==> config.mk <==
export PLATFORM = sky130hd
export DESIGN_NAME = swd_host_transfer_engine_top
export DESIGN_NICKNAME = d
export VERILOG_FILES = /design/src/rtl/core/swdh_pkg.sv /design/src/rtl/core/swdh_apb_regs.sv /design/src/rtl/core/swdh_engine.sv /design/src/rtl/core/swd_host_transfer_engine_top.sv
export SDC_FILE = /design/constraint.sdc
export NUM_CORES = 1
export LEC_CHECK = 0
export BUFFER_PORTS_ARGS = -buffer_cell sky130_fd_sc_hd__buf_2
export CORE_MARGIN = 2
export CORE_UTILIZATION = 31
export CTS_CLUSTER_DIAMETER = 100
export CTS_CLUSTER_SIZE = 14
export DETAILED_ROUTE_END_ITERATION = 16
export SYNTH_ARGS = -nofsm -noshare
export SYNTH_HDL_FRONTEND = slang
export SYNTH_HIERARCHICAL = 1
export SYNTH_SLANG_ARGS = --single-unit
==> constraint.sdc <==
create_clock -name clk_i -period 8.4 [get_ports clk_i]
set_input_delay 0.84 -clock clk_i [delete_from_list [all_inputs] [get_ports clk_i]]
set_output_delay 0.84 -clock clk_i [all_outputs]
set_load 0.01 [all_outputs]
==> src/rtl/core/swdh_pkg.sv <==
// swdh_pkg: shared types and constants of the serial wire debug host engine
// no dependencies; imported by every module under rtl/core
package swdh_pkg;

  localparam int LINE_RESET_CLOCKS = 56;
  localparam int BC_W              = 6;
  localparam logic [BC_W-1:0] LAST_LR = BC_W'(LINE_RESET_CLOCKS - 1);

  localparam logic [15:0] SWITCH_SEQ   = 16'hE79E;
  localparam logic [7:0]  REQ_FIXED    = 8'h81;
  localparam logic [7:0]  RETRY_RESET  = 8'd64;

  localparam int PADDR_W = 3;

  // command codes
  localparam logic [1:0] CMD_TICK    = 2'd0;
  localparam logic [1:0] CMD_XFER    = 2'd1;
  localparam logic [1:0] CMD_LINE_RST = 2'd2;
  localparam logic [1:0] CMD_CONNECT = 2'd3;

  // acknowledge codes
  localparam logic [2:0] ACK_OK    = 3'd1;
  localparam logic [2:0] ACK_WAIT  = 3'd2;
  localparam logic [2:0] ACK_FAULT = 3'd4;

  // status codes
  localparam logic [2:0] ST_OK       = 3'd0;
  localparam logic [2:0] ST_FAULT    = 3'd1;
  localparam logic [2:0] ST_PROTOCOL = 3'd2;
  localparam logic [2:0] ST_PARITY   = 3'd3;
  localparam logic [2:0] ST_TIMEOUT  = 3'd4;

  // register indexes
  localparam logic [PADDR_W-1:0] ADDR_RETRY_LIMIT = PADDR_W'(0);

  typedef struct packed {
    logic [1:0]  cmd;
    logic        ap_not_dp;
    logic        read_not_write;
    logic [1:0]  reg_addr;
    logic [31:0] write_data;
    logic        swdio_in;
  } item_t;

  typedef struct packed {
    logic        swdio_out;
    logic        swdio_drive;
    logic        clock_pulse;
    logic        busy_res;
    logic        done_res;
    logic [2:0]  status;
    logic [31:0] read_data;
  } result_t;

endpackage

==> src/rtl/core/swdh_apb_regs.sv <==
// swdh_apb_regs: apb configuration register (wait retry limit)
// depends on swdh_pkg
module swdh_apb_regs
  import swdh_pkg::*;
(
  input  logic               clk_i,
  input  logic               rst_ni,
  input  logic               psel,
  input  logic               penable,
  input  logic               pwrite,
  input  logic [PADDR_W-1:0] paddr,
  input  logic [31:0]        pwdata,
  output logic [31:0]        prdata,
  output logic               pready,
  output logic [7:0]         retry_limit_o
);

  logic [7:0] retry_limit_q;
  logic [7:0] retry_limit_d;
  logic       hit;

  // low address bits are byte lanes within the word
  assign hit = (paddr[PADDR_W-1:2] == ADDR_RETRY_LIMIT[PADDR_W-1:2]);

  always_comb begin
    retry_limit_d = retry_limit_q;
    if (psel && penable && pwrite && hit) begin
      retry_limit_d = pwdata[7:0];
    end
  end

  always_ff @(posedge clk_i or negedge rst_ni) begin
    if (!rst_ni) begin
      retry_limit_q <= RETRY_RESET;
    end else begin
      retry_limit_q <= retry_limit_d;
    end
  end

  assign prdata        = hit ? {24'd0, retry_limit_q} : 32'd0;
  assign pready        = 1'b1;
  assign retry_limit_o = retry_limit_q;

endmodule

==> src/rtl/core/swdh_engine.sv <==
// swdh_engine: swd bit-period sequencer, one transaction per step, with result register
// depends on swdh_pkg
module swdh_engine
  import swdh_pkg::*;
(
  input  logic       clk_i,
  input  logic       rst_ni,
  input  logic       step_i,
  input  item_t      item_i,
  input  logic [7:0] retry_limit_i,
  output result_t    res_o
);

  typedef enum logic [3:0] {
    PH_IDLE   = 4'd0,
    PH_REQ    = 4'd1,
    PH_TRNA   = 4'd2,
    PH_ACK    = 4'd3,
    PH_TRNEND = 4'd4,
    PH_RDATA  = 4'd5,
    PH_TRNW   = 4'd6,
    PH_WDATA  = 4'd7,
    PH_LRH    = 4'd8,
    PH_LRL    = 4'd9,
    PH_C1H    = 4'd10,
    PH_C1L    = 4'd11,
    PH_CSW    = 4'd12,
    PH_C2H    = 4'd13,
    PH_C2L    = 4'd14
  } phase_e;

  phase_e          phase_q, phase_d, ph_cur, ph_start;
  logic [BC_W-1:0] bc_q, bc_d, bc_cur;
  logic [31:0]     shift_q, shift_d, shift_cur;
  logic [7:0]      req_q, req_d, req_cur, req_new;
  logic [2:0]      ack_q, ack_d;
  logic [7:0]      att_q, att_d, att_cur, att_inc, lim;
  logic            rflag_q, rflag_d, rflag_cur;
  logic            drive_q, drive_d;
  logic            starting, is_idle, req_par;
  result_t         res_q, res_d;

  assign is_idle  = (phase_q == PH_IDLE);
  assign starting = is_idle && (item_i.cmd == CMD_XFER);
  assign lim      = (retry_limit_i == 8'd0) ? 8'd1 : retry_limit_i;
  assign req_par  = item_i.ap_not_dp ^ item_i.read_not_write ^ item_i.reg_addr[0]
                  ^ item_i.reg_addr[1];
  assign req_new  = REQ_FIXED | {2'b00, req_par, item_i.reg_addr[1], item_i.reg_addr[0],
                                 item_i.read_not_write, item_i.ap_not_dp, 1'b0};
  assign att_inc  = att_cur + 8'd1;

  always_comb begin
    case (item_i.cmd)
      CMD_XFER:     ph_start = PH_REQ;
      CMD_LINE_RST: ph_start = PH_LRH;
      CMD_CONNECT:  ph_start = PH_C1H;
      default:      ph_start = PH_IDLE;
    endcase
  end

  // a command starts in the bit period in which it arrives
  assign ph_cur    = is_idle ? ph_start : phase_q;
  assign bc_cur    = is_idle ? '0 : bc_q;
  assign req_cur   = starting ? req_new : req_q;
  assign shift_cur = starting ? item_i.write_data : shift_q;
  assign rflag_cur = starting ? item_i.read_not_write : rflag_q;
  assign att_cur   = starting ? 8'd0 : att_q;

  always_comb begin
    phase_d = ph_cur;
    bc_d    = bc_cur;
    shift_d = shift_cur;
    req_d   = req_cur;
    ack_d   = ack_q;
    att_d   = att_cur;
    rflag_d = rflag_cur;
    drive_d = drive_q;
    res_d             = '0;
    res_d.swdio_drive = drive_q;
    res_d.status      = ST_OK;

    if (ph_cur != PH_IDLE) begin
      res_d.clock_pulse = 1'b1;
      res_d.swdio_drive = 1'b1;
      case (ph_cur)
        PH_REQ: begin
          res_d.swdio_out = req_cur[bc_cur[2:0]];
          if (bc_cur >= BC_W'(7)) begin
            phase_d = PH_TRNA;
            bc_d    = '0;
          end else begin
            bc_d = bc_cur + 1'b1;
          end
        end
        PH_TRNA: begin
          res_d.swdio_drive = 1'b0;
          phase_d = PH_ACK;
          bc_d    = '0;
          ack_d   = '0;
        end
        PH_ACK: begin
          res_d.swdio_drive = 1'b0;
          ack_d = ack_q | (3'(item_i.swdio_in) << bc_cur[1:0]);
          if (bc_cur >= BC_W'(2)) begin
            bc_d = '0;
            if (ack_d == ACK_OK) begin
              if (rflag_cur) begin
                phase_d = PH_RDATA;
                shift_d = '0;
              end else begin
                phase_d = PH_TRNW;
              end
            end else begin
              phase_d = PH_TRNEND;
            end
          end else begin
            bc_d = bc_cur + 1'b1;
          end
        end
        PH_TRNEND: begin
          res_d.swdio_drive = 1'b0;
          phase_d = PH_IDLE;
          if (ack_q == ACK_OK) begin
            // after a read, the flag holds the parity mismatch
            res_d.done_res  = 1'b1;
            res_d.status    = rflag_cur ? ST_PARITY : ST_OK;
            res_d.read_data = rflag_cur ? 32'd0 : shift_cur;
          end else if (ack_q == ACK_WAIT) begin
            att_d = att_inc;
            if (att_inc >= lim) begin
              res_d.done_res = 1'b1;
              res_d.status   = ST_TIMEOUT;
            end else begin
              phase_d = PH_REQ;
              bc_d    = '0;
            end
          end else begin
            res_d.done_res = 1'b1;
            res_d.status   = (ack_q == ACK_FAULT) ? ST_FAULT : ST_PROTOCOL;
          end
        end
        PH_RDATA: begin
          res_d.swdio_drive = 1'b0;
          if (!bc_cur[5]) begin
            shift_d[bc_cur[4:0]] = shift_cur[bc_cur[4:0]] | item_i.swdio_in;
            bc_d = bc_cur + 1'b1;
          end else begin
            rflag_d = item_i.swdio_in ^ (^shift_cur);
            phase_d = PH_TRNEND;
            bc_d    = '0;
          end
        end
        PH_TRNW: begin
          res_d.swdio_drive = 1'b0;
          phase_d = PH_WDATA;
          bc_d    = '0;
        end
        PH_WDATA: begin
          if (!bc_cur[5]) begin
            res_d.swdio_out = shift_cur[bc_cur[4:0]];
            bc_d = bc_cur + 1'b1;
          end else begin
            res_d.swdio_out = ^shift_cur;
            res_d.done_res  = 1'b1;
            phase_d = PH_IDLE;
            bc_d    = '0;
          end
        end
        PH_LRH, PH_C1H, PH_C2H: begin
          res_d.swdio_out = 1'b1;
          if (bc_cur >= LAST_LR) begin
            bc_d = '0;
            if (ph_cur == PH_LRH) begin
              phase_d = PH_LRL;
            end else if (ph_cur == PH_C1H) begin
              phase_d = PH_C1L;
            end else begin
              phase_d = PH_C2L;
            end
          end else begin
            bc_d = bc_cur + 1'b1;
          end
        end
        PH_LRL, PH_C1L: begin
          if (bc_cur >= BC_W'(3)) begin
            bc_d = '0;
            if (ph_cur == PH_LRL) begin
              res_d.done_res = 1'b1;
              phase_d = PH_IDLE;
            end else begin
              phase_d = PH_CSW;
            end
          end else begin
            bc_d = bc_cur + 1'b1;
          end
        end
        PH_CSW: begin
          res_d.swdio_out = SWITCH_SEQ[bc_cur[3:0]];
          if (bc_cur >= BC_W'(15)) begin
            phase_d = PH_C2H;
            bc_d    = '0;
          end else begin
            bc_d = bc_cur + 1'b1;
          end
        end
        default: begin
          // second reset low clocks followed by idle clocks
          if (bc_cur >= BC_W'(7)) begin
            res_d.done_res = 1'b1;
            phase_d = PH_IDLE;
            bc_d    = '0;
          end else begin
            bc_d = bc_cur + 1'b1;
          end
        end
      endcase
      drive_d = res_d.swdio_drive;
      if (!res_d.swdio_drive) begin
        res_d.swdio_out = 1'b0;
      end
    end
    res_d.busy_res = (phase_d != PH_IDLE);
  end

  always_ff @(posedge clk_i or negedge rst_ni) begin
    if (!rst_ni) begin
      phase_q <= PH_IDLE;
      bc_q    <= '0;
      shift_q <= '0;
      req_q   <= '0;
      ack_q   <= '0;
      att_q   <= '0;
      rflag_q <= 1'b0;
      drive_q <= 1'b1;
      res_q   <= '0;
    end else if (step_i) begin
      phase_q <= phase_d;
      bc_q    <= bc_d;
      shift_q <= shift_d;
      req_q   <= req_d;
      ack_q   <= ack_d;
      att_q   <= att_d;
      rflag_q <= rflag_d;
      drive_q <= drive_d;
      res_q   <= res_d;
    end
  end

  assign res_o = res_q;

  a_status_only_on_done: assert property (@(posedge clk_i) disable iff (!rst_ni)
    (res_q.status != ST_OK) |-> res_q.done_res)
    else $error("status set without done");

  a_read_data_only_ok: assert property (@(posedge clk_i) disable iff (!rst_ni)
    (res_q.read_data != 32'd0) |-> (res_q.done_res && res_q.status == ST_OK))
    else $error("read data outside a good read");

  a_done_ends_busy: assert property (@(posedge clk_i) disable iff (!rst_ni)
    res_q.done_res |-> !res_q.busy_res)
    else $error("done while still busy");

  a_idle_tick_quiet: assert property (@(posedge clk_i) disable iff (!rst_ni)
    (step_i && phase_q == PH_IDLE && item_i.cmd == CMD_TICK)
      |=> (!res_q.clock_pulse && !res_q.busy_res))
    else $error("idle tick produced a clock");

  a_released_low: assert property (@(posedge clk_i) disable iff (!rst_ni)
    !res_q.swdio_drive |-> !res_q.swdio_out)
    else $error("swdio level driven while released");

endmodule

==> src/rtl/core/swd_host_transfer_engine_top.sv <==
// swd_host_transfer_engine_top: serial wire debug host, input register, sequencer, apb regs
// depends on swdh_pkg, swdh_apb_regs, swdh_engine
//
//   channel   direction   handshake                 payload
//   input     in          in_valid_i / in_stall_o   cmd, ap_not_dp, read_not_write,
//                                                   reg_addr, write_data, swdio_in
//   output    out         out_valid_o / out_stall_i swdio_out, swdio_drive, clock_pulse,
//                                                   busy_res, done_res, status, read_data
//   config    in          apb psel/penable/pready   wait_retry_limit at byte address 0
//
// one transaction per cycle sustained while the output is not stalled; each goes from acceptance
// to its result through the input register, then the sequencer step into the result register
// sequencer state advances only when a transaction moves into the result register
// a stalled output holds its result; the input register keeps taking until it is full
// reset is asynchronous and needs no clearing pass
module swd_host_transfer_engine_top
  import swdh_pkg::*;
(
  input  logic               clk_i,
  input  logic               rst_ni,
  input  logic               in_valid_i,
  output logic               in_stall_o,
  input  logic [1:0]         cmd_i,
  input  logic               ap_not_dp_i,
  input  logic               read_not_write_i,
  input  logic [1:0]         reg_addr_i,
  input  logic [31:0]        write_data_i,
  input  logic               swdio_in_i,
  output logic               out_valid_o,
  input  logic               out_stall_i,
  output logic               swdio_out_o,
  output logic               swdio_drive_o,
  output logic               clock_pulse_o,
  output logic               busy_res_o,
  output logic               done_res_o,
  output logic [2:0]         status_o,
  output logic [31:0]        read_data_o,
  input  logic               psel,
  input  logic               penable,
  input  logic               pwrite,
  input  logic [PADDR_W-1:0] paddr,
  input  logic [31:0]        pwdata,
  output logic [31:0]        prdata,
  output logic               pready
);

  logic       in_valid_q, in_valid_d;
  logic       out_valid_q, out_valid_d;
  item_t      item_q;
  logic       out_free, step, load;
  logic [7:0] retry_limit;
  result_t    res;

  assign out_free   = !out_valid_q || !out_stall_i;
  assign step       = in_valid_q && out_free;
  assign in_stall_o = in_valid_q && !out_free;
  assign load       = in_valid_i && !in_stall_o;

  always_comb begin
    in_valid_d = in_valid_q;
    if (load) begin
      in_valid_d = 1'b1;
    end else if (step) begin
      in_valid_d = 1'b0;
    end
    out_valid_d = out_valid_q;
    if (step) begin
      out_valid_d = 1'b1;
    end else if (!out_stall_i) begin
      out_valid_d = 1'b0;
    end
  end

  always_ff @(posedge clk_i or negedge rst_ni) begin
    if (!rst_ni) begin
      in_valid_q  <= 1'b0;
      out_valid_q <= 1'b0;
    end else begin
      in_valid_q  <= in_valid_d;
      out_valid_q <= out_valid_d;
    end
  end

  always_ff @(posedge clk_i) begin
    if (load) begin
      item_q.cmd            <= cmd_i;
      item_q.ap_not_dp      <= ap_not_dp_i;
      item_q.read_not_write <= read_not_write_i;
      item_q.reg_addr       <= reg_addr_i;
      item_q.write_data     <= write_data_i;
      item_q.swdio_in       <= swdio_in_i;
    end
  end

  swdh_apb_regs u_regs (
    .clk_i         (clk_i),
    .rst_ni        (rst_ni),
    .psel          (psel),
    .penable       (penable),
    .pwrite        (pwrite),
    .paddr         (paddr),
    .pwdata        (pwdata),
    .prdata        (prdata),
    .pready        (pready),
    .retry_limit_o (retry_limit)
  );

  swdh_engine u_engine (
    .clk_i         (clk_i),
    .rst_ni        (rst_ni),
    .step_i        (step),
    .item_i        (item_q),
    .retry_limit_i (retry_limit),
    .res_o         (res)
  );

  assign out_valid_o   = out_valid_q;
  assign swdio_out_o   = res.swdio_out;
  assign swdio_drive_o = res.swdio_drive;
  assign clock_pulse_o = res.clock_pulse;
  assign busy_res_o    = res.busy_res;
  assign done_res_o    = res.done_res;
  assign status_o      = res.status;
  assign read_data_o   = res.read_data;

endmodule
==> results of run 1 <==
[cell usage in the layout (no fill, tap or decap), types with 6 or more instances in the layout]
master     synthesis  layout
nand2_1           90      90
nand2b_1          13      13
or3_1             14      14
a21boi_0           7       6
and2_1             7       6
buf_2             10     103
o211ai_1          11      11
and2b_2            8       8
nand3_1           25      25
a21o_1            11      11
mux2_2             8       8
xor2_1            12      12
o21ai_1            7       7
a211oi_1           8       8
ha_1              14      14
a31oi_1            8       8
a221oi_1           6       6
o21ai_0           60      60
mux2i_1           34      34
buf_4             27      16
inv_1             22      21
dfrtp_1          111     111
a22o_1             8       8
conb_1             2      25
nor2_1            60      59
o2bb2ai_1         29      29
xnor2_1           61      61
a21oi_1           65      65
clkbuf_16          0      17
nor3_1            16      16
edfxtp_1          39      39
a22oi_1            8       8
nand4_1            7       7
o31ai_1           13      13
o21a_1             7       7
[final cells by class]
cell class | count | area, sq um
clock buffer | 18 | 439
clock inverter | 14 | 186
fill | 3053 | 19000
inverter | 23 | 86.3
multi-input combinational | 745 | 4990
sequential | 152 | 4000
tap | 390 | 488
timing repair buffer | 119 | 636
[kinds of logic (layout without fill, tap and decap cells)]
kind of cell	Yosys count	after routing
other	2	25
xor gates and xnor gates	73	73
buffers and inverters	115	174
adders and majority gates	14	14
muxes	42	42
AOI/OAI and AO/OA	315	315
and+or+nand+nor	276	276
DFF	152	152
[registers in the layout, indices dropped and copies added (netlist names), 3 cells and up]
register              cells
item_q                   39
u_engine/ack_q            3
u_engine/att_q            8
u_engine/bc_q             6
u_engine/phase_q          4
u_engine/req_q            8
u_engine/res_o           40
u_engine/shift_q         32
u_regs/retry_limit_o      8
[power groups by stage]
| stage | Clock [W] | Sequential [W] | Combinational, W |
|---|---|---|---|
| final | 0.000829 | 0.00103 | 0.00160 |
| after global routing | 0.000872 | 0.00105 | 0.00174 |
| after CTS | 0.000842 | 0.00103 | 0.00158 |
| after detailed placement | 0 | 0.00104 | 0.00157 |
| after global placement | 0 | 0.00104 | 0.00155 |
| after floorplan | 0 | 0.000997 | 0.00117 |
[per-layer routing]
metal / track usage / share of wire
met5: 0 / 0
met2: 0.280 / 0.45
met3: 0.0269 / 0.068
met4: 0.0633 / 0.025
met1: 0.264 / 0.45
[final timing paths]
| check | startpoint | to | depth (start not counted) |
|---|---|---|---|
| max | u_engine/phase_q[0] | u_engine/bc_q[0] | 13 |
| min | rst_ni | u_regs/retry_limit_o[5] | 1 |
| max reg2reg | u_engine/phase_q[0] | u_engine/bc_q[0] | 13 |
| min reg2reg | u_engine/req_q[7] | u_engine/req_q[7] | 1 |
| max in group asynchronous | rst_ni | u_engine/shift_q[9] | 2 |
| min in group clk_i | u_engine/req_q[7] | u_engine/req_q[7] | 1 |
[per-stage QoR]
| step | cell area (sq um) | hold WS [ps] |
|---|---|---|
| 2_1_floorplan | 9520 | 429 |
| 6_report | 10800 | 456 |
| 3_5_place_dp | 10200 | 454 |
| 4_1_cts | 10800 | 469 |
| 3_3_place_gp | 10200 | 445 |
| 5_1_grt | 10800 | 493 |
==> metrics.txt, run 1 <==
status=finished clean; synthesized area per cell=9.54 sq um; Layout Cells excl Fill=1461; Synth top area share=0.294; Sink Count=roughly 150; Setup Buffers After CTS=0; area leader, netlist=dfrtp_1; post-synthesis adder-cell area fraction=0.0186; first-pass GRT wire length=45.1 mm; synth warn=6; Placed Cells incl. Taps=1429; Via-to-Cell Ratio=about 5.6; Seq/Total Area, Yosys=0.424; CTS tree=done; core area=29800 sq um; Num CTS Buffers=17; clock power share=0.240; startpoint class of the critical path=flop; switching share of power=0.434; post-synth cell types=89; Starting DRT DRC Count=781; I/O Pins=about 160; Pwr Total=approximately 0.0035 W; top post-synthesis cells by area=dfrtp_1 (29%), edfxtp_1 (12%), xnor2_1 (5.7%); compound-cell area share of the yosys netlist=0.236; FFs w/ async S/R, synth=0.743; largest net degree at the start of global routing=60; vias in the first global route=7625; Comb power frac=0.462; CP max FO=33; LEAKAGE=between 4 and 5 nW; Max Fclk=0.216 GHz; Final min period=4630 ps; dpl ws=slightly below 4000 ps; area grow syn2layout=14.8%; hold_buf cts=0; Max stage delay cell, worst path=or4b_1; Final Util=0.363; RSZ-0062 raised after global routing=no; synthesized area=~9400 sq um; vias=around 8000; Arrival @ worst endpoint=between 4000 and 5000 ps; final worst slack=between 3000 and 4000 ps; Critical Path Max Stage Delay=820 ps; largest family of logic cells by synthesized area=compound AO/OA/AOI/OAI gates; simple-gate share of the synthesized area=0.148; EDFF count, synth=39; grt total ovfl=0; Final #Nets=1153; Internal Power=0.00196 W; num rows=63; xor/xnor cell area share of the yosys netlist=0.0678; fraction of final layout cells sized beyond drive strength 1=0.183; die width=178 um; Flop pwr share=0.298; Synth Register Bits=roughly 150; Mapped Cells=989; post-cts resize count=0; Worst Tran Pin Value=1290 ps; Max Cap Viol=0; CTS Root Cell=clkbuf_16; # setup viols final=0; initial antenna violation count=0; Die Footprint=31800 sq um; initial core utilization=0.317; insertion delay to the later sink of the worst-skew pair=430 ps; post-DR wirelength/cell=19.7 um; final setup TNS=0 ps; global-route usage over all layers=0.183; top cells by count, synth=dfrtp_1 (111), nand2_1 (90), a21oi_1 (65); top_reg_cell synth=dfrtp_1; final worst path period share=0.551; cell family with most CP delay=simple AND/OR/NAND/NOR gates; Sw Pwr=0.00150 W; WP data required=8710 ps; Crit Path Category=flop to flop; Routed Antenna Nets=0; Slew Viols, Final=0; Max-slew headroom=0.134; port bufs=104; critical path's most frequent cell=buf_4; r2r setup slk=3770 ps; final wirelength=28.8 mm; H-tree levels=4; clk slew on worst S/H paths=70 ps; mux cell area share after synthesis=0.0456; Die Ht=approximately 180 um; clock skew=13.0 ps; final hold vios=0; VDD IR max=0.000164 V; cell with the most instances after synthesis=dfrtp_1; Pre-Repair DR Iteration Count=5; HPWL after DPL=19.7 mm; Antenna diodes=0; DR DRC count=0; crit-path cells=buf_4, or4b_1, nor2_8, buf_4, nor2_1, nand3_1, o21ai_0, ha_1, a2111oi_0, o211ai_1, a31o_2, o221ai_1, nand2_1; Worst setup EP type=flop; worst-case clock buffer depth=2; Final Wtd Congestion=a little over 0.9; Hold Crit Class=input port to asynchronous set/reset pin; cell area power density=around 320 nW/um^2; worst path buffer plus inverter count=2
Note: power is estimated with default switching activity, not from simulation.
==> run 2: changes to the inputs <==
==> constraint.sdc (replaced) <==
create_clock -name clk_i -period 4 [get_ports clk_i]
set_input_delay 0.4 -clock clk_i [delete_from_list [all_inputs] [get_ports clk_i]]
set_output_delay 0.4 -clock clk_i [all_outputs]
set_load 0.01 [all_outputs]
==> run 2 against run 1 <==
  * Critical path depth decreased by 1
  * Critical path type unchanged
  * Hold slack got worse by 400 ps
  * Final cell count increased by 1.8%
==> metrics.txt, run 2 (synthesized netlist as in run 1, its figures left out) <==
Final #Nets=1179; initial antenna violation count=0; post-cts resize count=0; final setup TNS=0 ps; status=finished clean; hold_buf cts=0; max reg flops=40; port bufs=104; largest net degree at the start of global routing=62; vias=8248; final hold vios=0; VDD IR max=0.000328 V; Arrival @ worst endpoint=approximately 4000 ps; metal2 WL=13.4 mm; Die Ht=178 um; H-tree levels=4; Final min period=3710 ps; global-route usage over all layers=0.187; CTS Root Cell=clkbuf_16; Slew Viols, Final=0; LEAKAGE=between 4 and 5 nW; Critical Path Max Stage Delay=670 ps; die width=178 um; HPWL after DPL=20.6 mm; DR DRC count=0; Pre-Repair DR Iteration Count=5; Crit Path Category=flop to flop; cell area power density=658 nW/um^2; Top Layer Used=met4; Layout Cells excl Fill=1487; final worst path period share=0.928; worst path buffer plus inverter count=0; Antenna diodes=0; r2r setup slk=290 ps; startpoint class of the critical path=flop; post-DR wirelength/cell=19.6 um; crit-path cells=nor4b_2, nand2_1, and2_1, ha_1, ha_1, a21o_1, a21o_1, a2111oi_0, o211ai_1, a31o_2, o221ai_1, nand2_1; commonest non-fill, non-tap cell in the layout=dfrtp_1; clk slew on worst S/H paths=70 ps; Worst setup EP type=flop; WP data required=4310 ps; Hold Crit Class=input port to asynchronous set/reset pin; Num CTS Buffers=17; Placed Cells incl. Taps=roughly 1500; Max-slew headroom=0.291; first-pass GRT wire length=45.8 mm; WL met3=2.00 mm; Setup Buffers After CTS=0; num rows=63; vias in the first global route=7900; Starting DRT DRC Count=687; insertion delay to the later sink of the worst-skew pair=430 ps; Final Util=0.369; Worst Tran Pin Value=1060 ps; # setup viols final=0; Max Cap Viol=0; CTS tree=done; CP max FO=5; Sink Count=152; Max stage delay cell, worst path=a2111oi_0; initial core utilization=0.317; area grow syn2layout=16.7%; Die Footprint=approximately 32000 sq um; Via-to-Cell Ratio=5.55; cell family with most CP delay=compound AO/OA/AOI/OAI gates; WL met1=~13 mm; fraction of final layout cells sized beyond drive strength 1=0.201; Final Wtd Congestion=0.911; final wirelength=29.2 mm; worst-case clock buffer depth=2; clock skew=10.8 ps; Routed Antenna Nets=0; grt total ovfl=0; core area=around 30000 sq um; Max Fclk=0.269 GHz; I/O Pins=roughly 160; leading cell types in the layout, fill and taps excluded=dfrtp_1 (111), buf_2 (103), nand2_1 (90); RSZ-0062 raised after global routing=no
==> run 2: changes by cell type in the layout (fill, tap and decap cells not counted), sizes merged <==
cell,previous run,this run
clkinvlp,1,4
clkbuf,18,17
bufinv,3,1
buf,119,145
==> run 2: power breakdown <==
part	leakage (nW)	total (W)	internal, W	switching [W]
Combinational	2.42	0.00346	0.00130	0.00216
Sequential	1.85	0.00216	0.00187	0.000296
Clock	0.274	0.00162	0.000881	0.000742
Total	4.55	0.00724	0.00405	0.00320
==> run 2: area by class of cell <==
class	instances	area, sq um
Timing Repair Buffer	145	868
Tap cell	390	488
Multi-Input combinational cell	745	4980
Clock inverter	15	160
Inverter	23	86.3
Fill cell	3040	18800
Clock buffer	17	425
Sequential cell	152	4000
==> run 2: metrics by stage <==
stage	hold slack [ps]	total power [W]	worst slack, ps	cell area [sq um]
2_1_floorplan	104	0.00454	271	9520
3_3_place_gp	451	0.00555	430	10400
3_5_place_dp	456	0.00557	339	10400
4_1_cts	85.5	0.00720	268	11000
5_1_grt	117	0.00768	51.2	11000
6_report	54.5	0.00724	289	11000
==> run 2: path summary, 6_finish.rpt <==
path                       cells after the start           startpoint                      end
setup / recovery                              12  u_engine/phase_q[0]         u_engine/bc_q[0]
hold / removal                                 1               rst_ni  u_regs/retry_limit_o[4]
setup reg to reg                              12  u_engine/phase_q[0]         u_engine/bc_q[0]
hold reg to reg                                1    u_engine/req_q[7]        u_engine/req_q[7]
max in group asynchronous                      2               rst_ni         u_engine/drive_q
min in group clk_i                             1     write_data_i[13]               item_q[14]
==> run 2: layer usage <==
| layer | global-route usage | vias to the layer above |
|---|---|---|
| li1 | - | 3779 |
| met1 | 0.256 | 4007 |
| met2 | 0.292 | 396 |
| met3 | 0.0350 | 66 |
| met4 | 0.0732 | 0 |
| met5 | 0 | - |
